<file path="config.mk">
export PLATFORM = sky130hd
export DESIGN_NAME = i2c_master_transaction_sequencer_unit_flat
export DESIGN_NICKNAME = d
export VERILOG_FILES = /design/src/rtl/i2cs_pkg.sv /design/src/rtl/i2cs_cmd_if.sv /design/src/rtl/i2cs_rsp_if.sv /design/src/rtl/i2cs_ram.sv /design/src/rtl/i2c_master_transaction_sequencer_unit.sv /design/src/flat_wrapper.sv
export VERILOG_INCLUDE_DIRS = /design/src /design/src/rtl
export SDC_FILE = /design/constraint.sdc
export NUM_CORES = 1
export LEC_CHECK = 0
export ABC_CLOCK_PERIOD_IN_PS = 2300
export BUFFER_PORTS_ARGS = -buffer_cell sky130_fd_sc_hd__buf_2
export CAP_MARGIN = 20
export CORE_ASPECT_RATIO = 0.8
export CORE_MARGIN = 1.5
export CORE_UTILIZATION = 36
export CTS_BUF_LIST = sky130_fd_sc_hd__clkbuf_8
export CTS_CLUSTER_SIZE = 20
export DETAILED_ROUTE_END_ITERATION = 8
export PLACE_DENSITY_LB_ADDON = 0.05
export SYNTH_ARGS = -nofsm -noshare
export SYNTH_HDL_FRONTEND = slang
export SYNTH_SLANG_ARGS = --single-unit
</file>
<file path="constraint.sdc">
create_clock -name clk -period 2.3 [get_ports clk]
set_input_delay 0.46 -clock clk [delete_from_list [all_inputs] [get_ports clk]]
set_output_delay 0.46 -clock clk [all_outputs]
set_load 0.02 [all_outputs]
</file>
<file path="src/rtl/assert_macros.svh">
// ----------------------------------------------------------------------------
// assert_macros.svh
// Clocked assertion macros used by the sequencer RTL.
// ----------------------------------------------------------------------------
`ifndef ASSERT_MACROS_SVH
`define ASSERT_MACROS_SVH

`ifndef NO_ASSERTIONS

`define ASSERT_CLK(lbl, clk, rst_n, prop, msg) \
	lbl: assert property (@(posedge clk) disable iff (!rst_n) (prop)) else $error(msg);

`define ASSERT_NEVER(lbl, clk, rst_n, cond, msg) \
	lbl: assert property (@(posedge clk) disable iff (!rst_n) !(cond)) else $error(msg);

`else

`define ASSERT_CLK(lbl, clk, rst_n, prop, msg)

`define ASSERT_NEVER(lbl, clk, rst_n, cond, msg)

`endif

`endif

</file>
<file path="src/rtl/i2cs_pkg.sv">
// ----------------------------------------------------------------------------
// i2cs_pkg
// Shared constants and codes of the I2C transaction sequencer.
// ----------------------------------------------------------------------------
package i2cs_pkg;

	localparam int TX_DEPTH = 16;
	localparam int RX_MAX   = 16;
	localparam int TX_AW    = (TX_DEPTH > 1) ? $clog2(TX_DEPTH) : 1;

	localparam int OP_W    = 3;
	localparam int ADDR_W  = 7;
	localparam int LEN_W   = 5;
	localparam int BYTE_W  = 8;
	localparam int IDX_W   = 4;
	localparam int ACT_W   = 3;
	localparam int STAT_W  = 3;

	localparam logic [OP_W-1:0] OP_START   = 3'd0;
	localparam logic [OP_W-1:0] OP_TX_RDY  = 3'd1;
	localparam logic [OP_W-1:0] OP_RX_BYTE = 3'd2;
	localparam logic [OP_W-1:0] OP_NACK    = 3'd3;
	localparam logic [OP_W-1:0] OP_LOAD    = 3'd4;

	localparam logic [ACT_W-1:0] ACT_NONE       = 3'd0;
	localparam logic [ACT_W-1:0] ACT_SEND       = 3'd1;
	localparam logic [ACT_W-1:0] ACT_START_WR   = 3'd2;
	localparam logic [ACT_W-1:0] ACT_START_RD   = 3'd3;
	localparam logic [ACT_W-1:0] ACT_RESTART_RD = 3'd4;

endpackage

</file>
<file path="src/rtl/i2cs_cmd_if.sv">
// ----------------------------------------------------------------------------
// i2cs_cmd_if
// Command channel of the I2C transaction sequencer.
// ----------------------------------------------------------------------------
interface i2cs_cmd_if;
	import i2cs_pkg::*;

	logic              valid;
	logic              ready;
	logic [OP_W-1:0]   opcode;
	logic [ADDR_W-1:0] target_address;
	logic [LEN_W-1:0]  write_length;
	logic [LEN_W-1:0]  read_length;
	logic [BYTE_W-1:0] data_byte;
	logic [IDX_W-1:0]  load_index;

	modport source (
		output valid, opcode, target_address, write_length, read_length,
		       data_byte, load_index,
		input  ready
	);

	modport sink (
		input  valid, opcode, target_address, write_length, read_length,
		       data_byte, load_index,
		output ready
	);
endinterface

</file>
<file path="src/rtl/i2cs_rsp_if.sv">
// ----------------------------------------------------------------------------
// i2cs_rsp_if
// Response channel of the I2C transaction sequencer.
// ----------------------------------------------------------------------------
interface i2cs_rsp_if;
	import i2cs_pkg::*;

	logic              valid;
	logic              ready;
	logic [ACT_W-1:0]  bus_action;
	logic              stop_now;
	logic [ADDR_W-1:0] address_out;
	logic [BYTE_W-1:0] tx_byte;
	logic [BYTE_W-1:0] rx_byte;
	logic [IDX_W-1:0]  rx_index;
	logic              rx_valid;
	logic [STAT_W-1:0] status;
	logic [LEN_W-1:0]  sent_count;
	logic [LEN_W-1:0]  received_count;

	modport source (
		output valid, bus_action, stop_now, address_out, tx_byte, rx_byte,
		       rx_index, rx_valid, status, sent_count, received_count,
		input  ready
	);

	modport sink (
		input  valid, bus_action, stop_now, address_out, tx_byte, rx_byte,
		       rx_index, rx_valid, status, sent_count, received_count,
		output ready
	);
endinterface

</file>
<file path="src/rtl/i2cs_ram.sv">
// ----------------------------------------------------------------------------
// i2cs_ram
// Generic single-port-write, single-port-read RAM with registered read.
// ----------------------------------------------------------------------------
module i2cs_ram #(
	parameter int WIDTH = 8,
	parameter int DEPTH = 16,
	parameter int AW    = (DEPTH > 1) ? $clog2(DEPTH) : 1
) (
	input  logic             clk,
	input  logic             we,
	input  logic [AW-1:0]    waddr,
	input  logic [WIDTH-1:0] wdata,
	input  logic             re,
	input  logic [AW-1:0]    raddr,
	output logic [WIDTH-1:0] rdata
);

	logic [WIDTH-1:0] mem [DEPTH];

	always_ff @(posedge clk) begin
		if (we) begin
			mem[waddr] <= wdata;
		end
		if (re) begin
			rdata <= mem[raddr];
		end
	end

endmodule

</file>
<file path="src/rtl/i2c_master_transaction_sequencer_unit.sv">
// ----------------------------------------------------------------------------
// i2c_master_transaction_sequencer_unit
// Master-side sequencer for one I2C write-then-read transaction.
//
// The host sends command words on cmd: start (address and lengths), transmit
// ready, received byte, NACK and transmit buffer load. For every command word
// exactly one response word leaves on rsp, in order: the next bus action, a
// stop request, the received byte with its index, status and byte counts.
// Transmit bytes live in a 16-entry RAM loaded by the load command and read
// through its registered port when a send is due.
// Throughput: one command word per cycle while rsp does not stall; the RAM
// read stage and the output register form a two-deep pipeline.
// Reset clears the phase to idle and zeroes the address and counters; the
// transmit RAM is not cleared and holds garbage until loaded.
// When rsp stalls, the output register holds, then the read stage fills and
// cmd.ready drops; no word is lost or repeated.
// ----------------------------------------------------------------------------
module i2c_master_transaction_sequencer_unit (
	input  logic clk,
	input  logic arst_n,
	i2cs_cmd_if.sink   cmd,
	i2cs_rsp_if.source rsp
);
	import i2cs_pkg::*;

	`include "assert_macros.svh"

	typedef enum logic [STAT_W-1:0] {
		PH_IDLE = 3'd0,
		PH_TX   = 3'd1,
		PH_RX   = 3'd2,
		PH_DONE = 3'd3,
		PH_NAK  = 3'd4
	} phase_t;

	typedef struct packed {
		logic [ACT_W-1:0]  act;
		logic              stop;
		logic [ADDR_W-1:0] addr;
		logic              send;
		logic [BYTE_W-1:0] rxb;
		logic [IDX_W-1:0]  rxi;
		logic              rxv;
		logic [STAT_W-1:0] status;
		logic [LEN_W-1:0]  sent;
		logic [LEN_W-1:0]  recv;
	} resp_t;

	localparam logic [LEN_W-1:0] TX_MAX_L = LEN_W'(TX_DEPTH);
	localparam logic [LEN_W-1:0] RX_MAX_L = LEN_W'(RX_MAX);

	phase_t            phase_q, phase_d;
	logic [ADDR_W-1:0] addr_q, addr_d;
	logic [LEN_W-1:0]  wtot_q, wtot_d, rtot_q, rtot_d;
	logic [LEN_W-1:0]  wdone_q, wdone_d, rdone_q, rdone_d;
	logic [LEN_W-1:0]  rleft;

	logic  s1_valid_s1, out_valid_q;
	resp_t res_d, res_s1;
	logic  accept, s1_move;
	logic  ram_we, ram_re;
	logic [BYTE_W-1:0] ram_rdata;

	assign s1_move    = s1_valid_s1 && (!out_valid_q || rsp.ready);
	assign cmd.ready  = !s1_valid_s1 || s1_move;
	assign accept     = cmd.valid && cmd.ready;
	assign rleft      = rtot_q - rdone_q;

	assign ram_we = accept && (cmd.opcode == OP_LOAD) &&
	                (32'(cmd.load_index) < TX_DEPTH);
	assign ram_re = accept && res_d.send;

	i2cs_ram #(
		.WIDTH(BYTE_W),
		.DEPTH(TX_DEPTH)
	) u_tx_ram (
		.clk  (clk),
		.we   (ram_we),
		.waddr(TX_AW'(cmd.load_index)),
		.wdata(cmd.data_byte),
		.re   (ram_re),
		.raddr(TX_AW'(wdone_q)),
		.rdata(ram_rdata)
	);

	always_comb begin
		phase_d = phase_q;
		addr_d  = addr_q;
		wtot_d  = wtot_q;
		rtot_d  = rtot_q;
		wdone_d = wdone_q;
		rdone_d = rdone_q;
		res_d   = '0;
		case (cmd.opcode)
			OP_START: begin
				addr_d  = cmd.target_address;
				wtot_d  = (cmd.write_length > TX_MAX_L) ? TX_MAX_L : cmd.write_length;
				rtot_d  = (cmd.read_length > RX_MAX_L) ? RX_MAX_L : cmd.read_length;
				wdone_d = '0;
				rdone_d = '0;
				if (wtot_d != '0) begin
					res_d.act = ACT_START_WR;
					phase_d   = PH_TX;
				end else if (rtot_d != '0) begin
					res_d.act  = ACT_START_RD;
					phase_d    = PH_RX;
					res_d.stop = (rtot_d == LEN_W'(1));
				end else begin
					res_d.act  = ACT_START_WR;
					res_d.stop = 1'b1;
					phase_d    = PH_DONE;
				end
			end
			OP_TX_RDY: begin
				if (phase_q == PH_TX) begin
					if (wdone_q < wtot_q) begin
						res_d.act  = ACT_SEND;
						res_d.send = 1'b1;
						wdone_d    = wdone_q + LEN_W'(1);
					end else if (rtot_q != '0) begin
						res_d.act  = ACT_RESTART_RD;
						phase_d    = PH_RX;
						res_d.stop = (rtot_q == LEN_W'(1));
					end else begin
						res_d.stop = 1'b1;
						phase_d    = PH_DONE;
					end
				end
			end
			OP_RX_BYTE: begin
				if (phase_q == PH_RX && rdone_q < rtot_q) begin
					res_d.rxb  = cmd.data_byte;
					res_d.rxi  = rdone_q[IDX_W-1:0];
					res_d.rxv  = 1'b1;
					rdone_d    = rdone_q + LEN_W'(1);
					res_d.stop = (rleft == LEN_W'(2));
					if (rleft == LEN_W'(1)) begin
						phase_d = PH_DONE;
					end
				end
			end
			OP_NACK: begin
				if (phase_q == PH_TX || phase_q == PH_RX) begin
					phase_d = PH_NAK;
				end
			end
			default: ;
		endcase
		res_d.addr   = addr_d;
		res_d.status = STAT_W'(phase_d);
		res_d.sent   = wdone_d;
		res_d.recv   = rdone_d;
	end

	always_ff @(posedge clk or negedge arst_n) begin
		if (!arst_n) begin
			phase_q <= PH_IDLE;
			addr_q  <= '0;
			wtot_q  <= '0;
			rtot_q  <= '0;
			wdone_q <= '0;
			rdone_q <= '0;
		end else if (accept) begin
			phase_q <= phase_d;
			addr_q  <= addr_d;
			wtot_q  <= wtot_d;
			rtot_q  <= rtot_d;
			wdone_q <= wdone_d;
			rdone_q <= rdone_d;
		end
	end

	always_ff @(posedge clk or negedge arst_n) begin
		if (!arst_n) begin
			s1_valid_s1 <= 1'b0;
			out_valid_q <= 1'b0;
		end else begin
			if (cmd.ready) begin
				s1_valid_s1 <= cmd.valid;
			end
			if (!out_valid_q || rsp.ready) begin
				out_valid_q <= s1_valid_s1;
			end
		end
	end

	always_ff @(posedge clk) begin
		if (accept) begin
			res_s1 <= res_d;
		end
		if (s1_move) begin
			rsp.bus_action     <= res_s1.act;
			rsp.stop_now       <= res_s1.stop;
			rsp.address_out    <= res_s1.addr;
			rsp.tx_byte        <= res_s1.send ? ram_rdata : '0;
			rsp.rx_byte        <= res_s1.rxb;
			rsp.rx_index       <= res_s1.rxi;
			rsp.rx_valid       <= res_s1.rxv;
			rsp.status         <= res_s1.status;
			rsp.sent_count     <= res_s1.sent;
			rsp.received_count <= res_s1.recv;
		end
	end

	assign rsp.valid = out_valid_q;

	`ASSERT_CLK(a_wdone_bound, clk, arst_n, wdone_q <= wtot_q, "sent count above write total")
	`ASSERT_CLK(a_rdone_bound, clk, arst_n, rdone_q <= rtot_q, "received count above read total")
	`ASSERT_CLK(a_rx_has_len, clk, arst_n, (phase_q == PH_RX) |-> (rtot_q != '0), "receive phase with empty read")
	`ASSERT_CLK(a_s1_hold, clk, arst_n, (s1_valid_s1 && !s1_move) |=> s1_valid_s1, "read stage dropped a stalled word")
	`ASSERT_CLK(a_rx_status, clk, arst_n, (rsp.valid && rsp.rx_valid) |-> (rsp.status == STAT_W'(PH_RX) || rsp.status == STAT_W'(PH_DONE)), "rx byte with bad status")

endmodule

</file>
<file path="src/flat_wrapper.sv">
// flat-port wrapper written by rule: the top's interface ports become plain ports
module i2c_master_transaction_sequencer_unit_flat import i2cs_pkg::*;
  (clk, arst_n, cmd_valid, cmd_opcode, cmd_target_address, cmd_write_length, cmd_read_length, cmd_data_byte, cmd_load_index, cmd_ready, rsp_valid, rsp_bus_action, rsp_stop_now, rsp_address_out, rsp_tx_byte, rsp_rx_byte, rsp_rx_index, rsp_rx_valid, rsp_status, rsp_sent_count, rsp_received_count, rsp_ready);
  i2cs_cmd_if cmd_i ();
  i2cs_rsp_if rsp_i ();
  input  logic clk;
  input  logic arst_n;
  input wire logic [$bits(cmd_i.valid)-1:0] cmd_valid;
  input wire logic [$bits(cmd_i.opcode)-1:0] cmd_opcode;
  input wire logic [$bits(cmd_i.target_address)-1:0] cmd_target_address;
  input wire logic [$bits(cmd_i.write_length)-1:0] cmd_write_length;
  input wire logic [$bits(cmd_i.read_length)-1:0] cmd_read_length;
  input wire logic [$bits(cmd_i.data_byte)-1:0] cmd_data_byte;
  input wire logic [$bits(cmd_i.load_index)-1:0] cmd_load_index;
  output wire logic [$bits(cmd_i.ready)-1:0] cmd_ready;
  output wire logic [$bits(rsp_i.valid)-1:0] rsp_valid;
  output wire logic [$bits(rsp_i.bus_action)-1:0] rsp_bus_action;
  output wire logic [$bits(rsp_i.stop_now)-1:0] rsp_stop_now;
  output wire logic [$bits(rsp_i.address_out)-1:0] rsp_address_out;
  output wire logic [$bits(rsp_i.tx_byte)-1:0] rsp_tx_byte;
  output wire logic [$bits(rsp_i.rx_byte)-1:0] rsp_rx_byte;
  output wire logic [$bits(rsp_i.rx_index)-1:0] rsp_rx_index;
  output wire logic [$bits(rsp_i.rx_valid)-1:0] rsp_rx_valid;
  output wire logic [$bits(rsp_i.status)-1:0] rsp_status;
  output wire logic [$bits(rsp_i.sent_count)-1:0] rsp_sent_count;
  output wire logic [$bits(rsp_i.received_count)-1:0] rsp_received_count;
  input wire logic [$bits(rsp_i.ready)-1:0] rsp_ready;
  assign cmd_i.valid = cmd_valid;
  assign cmd_i.opcode = cmd_opcode;
  assign cmd_i.target_address = cmd_target_address;
  assign cmd_i.write_length = cmd_write_length;
  assign cmd_i.read_length = cmd_read_length;
  assign cmd_i.data_byte = cmd_data_byte;
  assign cmd_i.load_index = cmd_load_index;
  assign cmd_ready = cmd_i.ready;
  assign rsp_valid = rsp_i.valid;
  assign rsp_bus_action = rsp_i.bus_action;
  assign rsp_stop_now = rsp_i.stop_now;
  assign rsp_address_out = rsp_i.address_out;
  assign rsp_tx_byte = rsp_i.tx_byte;
  assign rsp_rx_byte = rsp_i.rx_byte;
  assign rsp_rx_index = rsp_i.rx_index;
  assign rsp_rx_valid = rsp_i.rx_valid;
  assign rsp_status = rsp_i.status;
  assign rsp_sent_count = rsp_i.sent_count;
  assign rsp_received_count = rsp_i.received_count;
  assign rsp_i.ready = rsp_ready;
  i2c_master_transaction_sequencer_unit u_core (.clk(clk), .arst_n(arst_n), .cmd(cmd_i), .rsp(rsp_i));
endmodule
</file>
==> Yosys cells after proc, flatten, opt, wreduce, memory -nomap -nowiden <==
Memories as Yosys holds them, arrays and structs flattened. A register that Yosys moved wholly into a read port is not among the register bits.
Cells that the tools add are included.
{ "totals": {"register_bits": 115, "latch_bits": 0, "mem_bits_rw": 128, "rom_bits": 0, "in_bits": 36, "out_inout_bits": 47, "wordCells": 96, "n_memories": 1} }
{ "op_classes": {"add_sub_neg": 3, "multipliers": 0, "n_div": 0, "n_lt_le_gt_ge": 4, "eq_ne": 10, "shifts": 0, "mux": 34, "bitwise_logic": 0, "n_reduce_logical": 16} }
{ "memory_table": {"columns": ["memory", "words", "word_bits", "read_ports", "rd_clocked_by_memory_dff", "write_ports", "line", "source"], "rows": [
  ["u_core.u_tx_ram.mem", 16, 8, 1, 1, 1, "i2cs_ram.sv:19", "logic [WIDTH-1:0] mem [DEPTH];"]
]} }
{ "ops": {"columns": ["op", "n"], "rows": [
  ["$mux 5", 5],
  ["$mux 3", 8],
  ["$pmux 5 s2", 2],
  ["$eq 5x1->1 const B", 3],
  ["$reduce_bool 5->1", 3],
  ["$mux 1", 13],
  ["$pmux 3 s4", 1],
  ["$add 5x1->5 const B", 2],
  ["$gt 5x5->1 const B", 2],
  ["$lt 5x5->1", 2],
  ["$eq 3x2->1 const B", 3],
  ["$mux 7", 1],
  ["$eq 3x1->1 const B", 2],
  ["$pmux 3 s2", 1],
  ["$eq 5x2->1 const B", 1],
  ["$logic_and 1x1->1", 5],
  ["$sub 5x5->5", 1],
  ["$mux 4", 1],
  ["$reduce_and 2->1", 2],
  ["$eq 3x3->1 const B", 1],
  ["$logic_not 3->1", 1],
  ["$logic_or 1x1->1", 3],
  ["$pmux 1 s3", 1],
  ["$logic_not 1->1", 2],
  ["$mux 2", 1]
]} }

==> Longest topological paths before layout <==
{ "logic_depth": {"depth_word": 8, "mapped_depth": 10, "depth_no_buf": 8} }

==> Hierarchy <==
From an unflattened synthesis, not the netlist that was laid out.
{ "hier_totals": {"cells_unflattened": 610, "area_unflattened_um2": 10204.8} }
{ "by_module_without_submodules": {"columns": ["module", "instances", "cells_each", "area_per_inst_um2", "seq_area_each_um2"], "rows": [
  ["i2cs_ram", 1, 229, 5227.5, 4083.9],
  ["i2c_master_transaction_sequencer_unit", 1, 381, 4977.3, 3293.2]
]} }

==> Worst setup path after synthesis <==
No wires, ideal clock.
{ "synth_timing": {"kind": "register to register", "from": "reg u_core.out_valid_q, in the netlist u_core.rsp.valid", "to": "mem u_core.u_tx_ram.mem[0][0] (enable)", "setup_time_ps": 383, "arrival_time_ps": 2227, "required_time_ps": 1917, "setup_slack_ps": -310, "path_stages_with_launch": 6, "n_path_buf": 0, "period_less_slack_ps": 2610, "cell_sequence": "dfrtp_1 -> nand3b_1 -> nand2_1 -> nor4b_2 -> or3b_1 -> nor3_1"} }
{ "synth_between": {"elab_chain_cells": 8} }
{ "synth_rtl": {"columns": ["element", "line", "source"], "rows": [
  ["from (decl)", "i2c_master_transaction_sequencer_unit.sv:58", "logic s1_valid_s1, out_valid_q;"],
  ["from (signal assigned)", "i2c_master_transaction_sequencer_unit.sv:182", "out_valid_q <= s1_valid_s1;"],
  ["$logic_not 1->1", "i2c_master_transaction_sequencer_unit.sv:64", "assign s1_move = s1_valid_s1 && (!out_valid_q || rsp.ready);"],
  ["$logic_or 1x1->1", "i2c_master_transaction_sequencer_unit.sv:64", null],
  ["$logic_and 1x1->1", "i2c_master_transaction_sequencer_unit.sv:64", null],
  ["$logic_or 1x1->1", "i2c_master_transaction_sequencer_unit.sv:65", "assign cmd.ready = !s1_valid_s1 || s1_move;"],
  ["named net cmd_ready", "flat_wrapper.sv:15", "output wire logic [$bits(cmd_i.ready)-1:0] cmd_ready;"],
  ["$logic_and 1x1->1", "i2c_master_transaction_sequencer_unit.sv:66", "assign accept = cmd.valid && cmd.ready;"],
  ["$logic_and 1x1->1", "i2c_master_transaction_sequencer_unit.sv:69", "assign ram_we = accept && (cmd.opcode == OP_LOAD) &&"],
  ["$mux 1", "i2cs_ram.sv:22", "if (we) begin"],
  ["$mux 1 (implied by the code)", "i2cs_ram.sv:23", "mem[waddr] <= wdata;"],
  ["to (decl)", "i2cs_ram.sv:19", null]
]} }
The timed path passes the listed nets, and every way through them passes these cells.

==> Final worst setup path <==
{ "layout_timing": {"from": "reg u_core.rtot_q[0]", "to": "reg u_core.phase_q[0]"} }
{ "layout_between": {"elab_chain_cells": 5, "elab_cells_between_ends": 11, "classes_between": "add/sub: 1; order compare: 1; eq/ne: 1; mux: 6; reduce/logical: 2"} }
{ "layout_rtl": {"columns": ["element", "line", "source"], "rows": [
  ["from (decl)", "i2c_master_transaction_sequencer_unit.sv:54", "logic [LEN_W-1:0] wtot_q, wtot_d, rtot_q, rtot_d;"],
  ["from (signal assigned)", "i2c_master_transaction_sequencer_unit.sv:167", "rtot_q <= rtot_d;"],
  ["$sub 5x5->5 / $reduce_bool 5->1 (equally long branches)", "i2c_master_transaction_sequencer_unit.sv:67, i2c_master_transaction_sequencer_unit.sv:120", null],
  ["$eq 5x1->1 / $mux 1 (equally long branches)", "i2c_master_transaction_sequencer_unit.sv:137, i2c_master_transaction_sequencer_unit.sv:120", null],
  ["$mux 3 (on tied branches)", "i2c_master_transaction_sequencer_unit.sv:137, i2c_master_transaction_sequencer_unit.sv:116", null],
  ["$mux 3 (on tied branches)", "i2c_master_transaction_sequencer_unit.sv:131, i2c_master_transaction_sequencer_unit.sv:115", null],
  ["$pmux 3 s4 *", "i2c_master_transaction_sequencer_unit.sv:94", "case (cmd.opcode)"],
  ["to (signal assigned)", "i2c_master_transaction_sequencer_unit.sv:164", "phase_q <= phase_d;"],
  ["to (decl)", "i2c_master_transaction_sequencer_unit.sv:52", "phase_t phase_q, phase_d;"]
]} }
Mark *: on every way between the ends. The rest lies on a longest branch, timed or not.
A chain may end at the register's enable or synchronous reset.

==> reports/results.tsv <==
stage	metric	value	unit
outcome	status	completed	
synth	yosysTopAreaCellShare	64.2	%
synth	synth_cells	598	
routing	drtIter0Drc	336	
cells_and_area	drive_above_1_share	29.1	%
worst_setup_path	worstSetupEndpointType	register	
pwr	powerDensity	860	mW/mm2
grt	grt_pass1_vias	5729	
clock_network	clkTransAtPathRegs	0.06	ns
pwr	power.combinational.fraction	14.6	%
synth	netlist_area	0.0102	mm2
pwr	pwr-share-clk	33.9	%
clock_network	cts.sinks	251	
grt	grt_max_degree	46	
clock_network	cts_tree	built	
clock_network	h-tree-depth	2	
synth	synth_top_cell_by_area	edfxtp_1	
grt	grt_pass1_wl	35300	um
pwr	seqPwrFrac	51.5	%
sta	fin_setup_tns	0	ns
worst_setup_path	reg2reg_depth	7	
pwr	leakage	4.63	nW
routing	wl_per_cell	20.2	um
worst_hold_path	hold_class	in2async	
grt	busiest_layer	met1	
worst_setup_path	path_max_fanout	3	
clock_network	insertion_delay	0.55	ns
clock_network	clockBufferDepth	3	
flow_run	drv_cap	0	
synth	yosysUniqueCellTypes	61	
place	place_congestion	0.785	
grt	antenna_found_initial	1	
sta	fin_worst_skew	0.0377	ns
die	dieArea	0.0295	mm2
worst_setup_path	rrSetupSlack	0.14	ns
worst_setup_path	rr_startpoint	u_core.rtot_q[0]	
cells_and_area	n_antenna_cell	0	
sta	fmax	464	MHz
worst_setup_path	cp.required	2.73	ns
pwr	intPower	7.68	mW
synth	async_reset_ff_share	12.7	%
routing	num_vias	5727	
place	pre_cts_slack	-0.0117	ns
die	die_x	192	um
sta	maxSlewHeadroom	45.7	%
pwr	switchingPower	2.74	mW
grt	use_met3	4.68	%
place	io_buffers	82	
sta	finalSetupViolations	0	
cells_and_area	nFillCells	2526	
cells_and_area	area_growth	18.3	%
die	io_pins	83	
grt	grt-ovfl-total	0	
pwr	vdd_ir_drop_max	408	uV
grt	gr-usage-met2	22.6	%
worst_setup_path	cp-start-kind	register	
routing	final_antenna_net_count	0	
synth	syn_nets	646	
worst_setup_path	critPathArrivalTime	2.59	ns
synth	ys.flop_type	edfxtp_1	
synth	ys_warn_count	0	
worst_setup_path	path_class	reg2reg	
synth	synth_seq_cells	251	
die	dieHeight	154	um
sta	tightest_slew	0.814	ns
die	start_util	36.4	%
clock_network	cts_hold_buf	0	
cells_and_area	final_nets	791	
routing	viasPerCell	5.01	
synth	avgSynthCellArea	17.1	um2
routing	drc_errors	0	
worst_setup_path	worstReg2RegEnd	u_core.phase_q[0]	
synth	synth-edff-count	219	
clock_network	cts_buffers	44	
sta	hold_violations	0	
synth	ys_seq_area_share	72.1	%
sta	rsz0062_at_grt	no	
place	hpwl	15500	um
clock_network	cts_root_buffer	clkbuf_8	
routing	totalWireLength	23200	um
synth	ys_top_cells_by_area	edfxtp_1, dfrtp_1, mux4_1	
grt	met1_usage	24.2	%
synth	synth_commonest_cells	edfxtp_1, nand2_1, dfrtp_1	
synth	yosysMostFrequentCell	edfxtp_1	
die	coreArea	0.0281	mm2
die	rows	55	
sta	fin_ws	0.144	ns
sta	period_share	93.8	%
routing	dr.pass1.iters	5	
sta	slew_violations	0	
pwr	p_sw_share	26.3	%
sta	min_period	2.16	ns
grt	globalRouteTotalUtil	16.1	%
==> through the flow <==
step | std cells | power (mW) | hold slack, ns | utilization (%) | area [um2]
2_1_floorplan | 598 | 6.43 | 0.164 | - | 10300
3_3_place_gp | 1067 | 6.96 | 0.404 | 40.4 | 11400
3_5_place_dp | 1067 | 6.99 | 0.405 | 40.4 | 11400
4_1_cts | 1144 | 10.6 | 0.0312 | 43.0 | 12100
5_1_grt | 1144 | 10.9 | 0.0556 | 43.0 | 12100
6_report | 1144 | 10.4 | 0.00692 | 43.0 | 12100
==> repair_timing <==
action                                  4_1_cts  5_1_grt
gates resized for setup                       0        4
endpoints found under the setup margin        0        2
buffers inserted                              0        0
==> power by group through the flow <==
stage	Combinational (mW)	Sequential (mW)	Clock [mW]
floorplan	0.920	5.51	0
CTS	1.53	5.37	3.67
global placement	1.51	5.45	0
detailed placement	1.53	5.46	0
finish	1.52	5.37	3.53
global route	1.68	5.39	3.86
==> layer usage <==
layer,up-vias,share of wire [%]
li1,2649,-
met4,0,1.8
met5,-,0
met3,41,7.5
met2,181,41
met1,2856,49
==> cells by family (layout without fill, tap and decap cells) <==
family,count (synthesis),count (layout),share of synthesized area (%)
multiplexers,53,53,11.0
adder cells (fa/ha/maj),12,12,1.54
AND/OR/NAND/NOR,172,172,8.63
XOR/XNOR,2,2,0.171
buffers and inverters,43,219,2.24
AO/OA/AOI/OAI,65,65,4.36
flip-flops,251,251,72.1
==> how the worst max path moves through the flow <==
stage	startpoint	end	slack, ns	cells past startpoint
after floorplan	u_core.rsp.valid	u_core.u_tx_ram.mem[3][0]	-0.08	5
after global placement	rsp_ready	u_core.u_tx_ram.mem[2][6]	0.03	8
after detailed placement	rsp_ready	u_core.u_tx_ram.mem[3][7]	-0.01	8
after CTS	u_core.rtot_q[0]	u_core.phase_q[0]	0.06	7
after global routing	u_core.wdone_q[3]	u_core.u_tx_ram.rdata[5]	0.01	7
final	u_core.rtot_q[0]	u_core.phase_q[0]	0.14	7
==> worst max-delay path: stages (launching register included) <==
cell      delay (ns)
dfrtp_1         0.38
inv_2           0.08
ha_1            0.15
inv_1           0.07
fa_1            0.49
or3_1           0.40
or2_2           0.29
o311ai_2        0.21
==> layout make-up <==
type | instances | area (um2) | area share (%)
Clock inverter | 33 | 140 | 1.16
Tap cell | 370 | 463 | 3.82
Multi-Input combinational cell | 304 | 2660 | 22.0
Sequential cell | 251 | 7380 | 60.9
Clock buffer | 44 | 606 | 5.00
Timing Repair Buffer | 127 | 811 | 6.69
Inverter | 15 | 57.6 | 0.475
==> placed cells by master, fill, tap and decap left out, types with 6 or more instances in the layout <==
master    instances
a31oi_1           7
inv_1            26
and3_1           17
nor2_1           30
nand2b_1         14
a21oi_1           6
clkbuf_8         44
o21ai_0          20
buf_4            40
edfxtp_1        219
nand4_1           6
mux4_1           22
dfrtp_1          32
and2_1           12
clkinv_1         11
mux4_2           18
nand3_1          11
buf_2            82
clkinv_2          7
nand2_1          52
mux2_2           10
ha_1             11
==> state kept, by name (all words and copies together) (netlist names), 4 cells and up <==
register / cells
u_core.addr_q: 7
u_core.rdone_q: 5
u_core.res_s1: 38
u_core.rsp.address_out: 7
u_core.rsp.received_count: 5
u_core.rsp.rx_byte: 8
u_core.rsp.rx_index: 4
u_core.rsp.sent_count: 5
u_core.rsp.tx_byte: 8
u_core.rtot_q: 5
u_core.u_tx_ram.mem: 128
u_core.u_tx_ram.rdata: 8
u_core.wdone_q: 5
u_core.wtot_q: 5
Note: power is estimated with default switching activity, not from simulation.
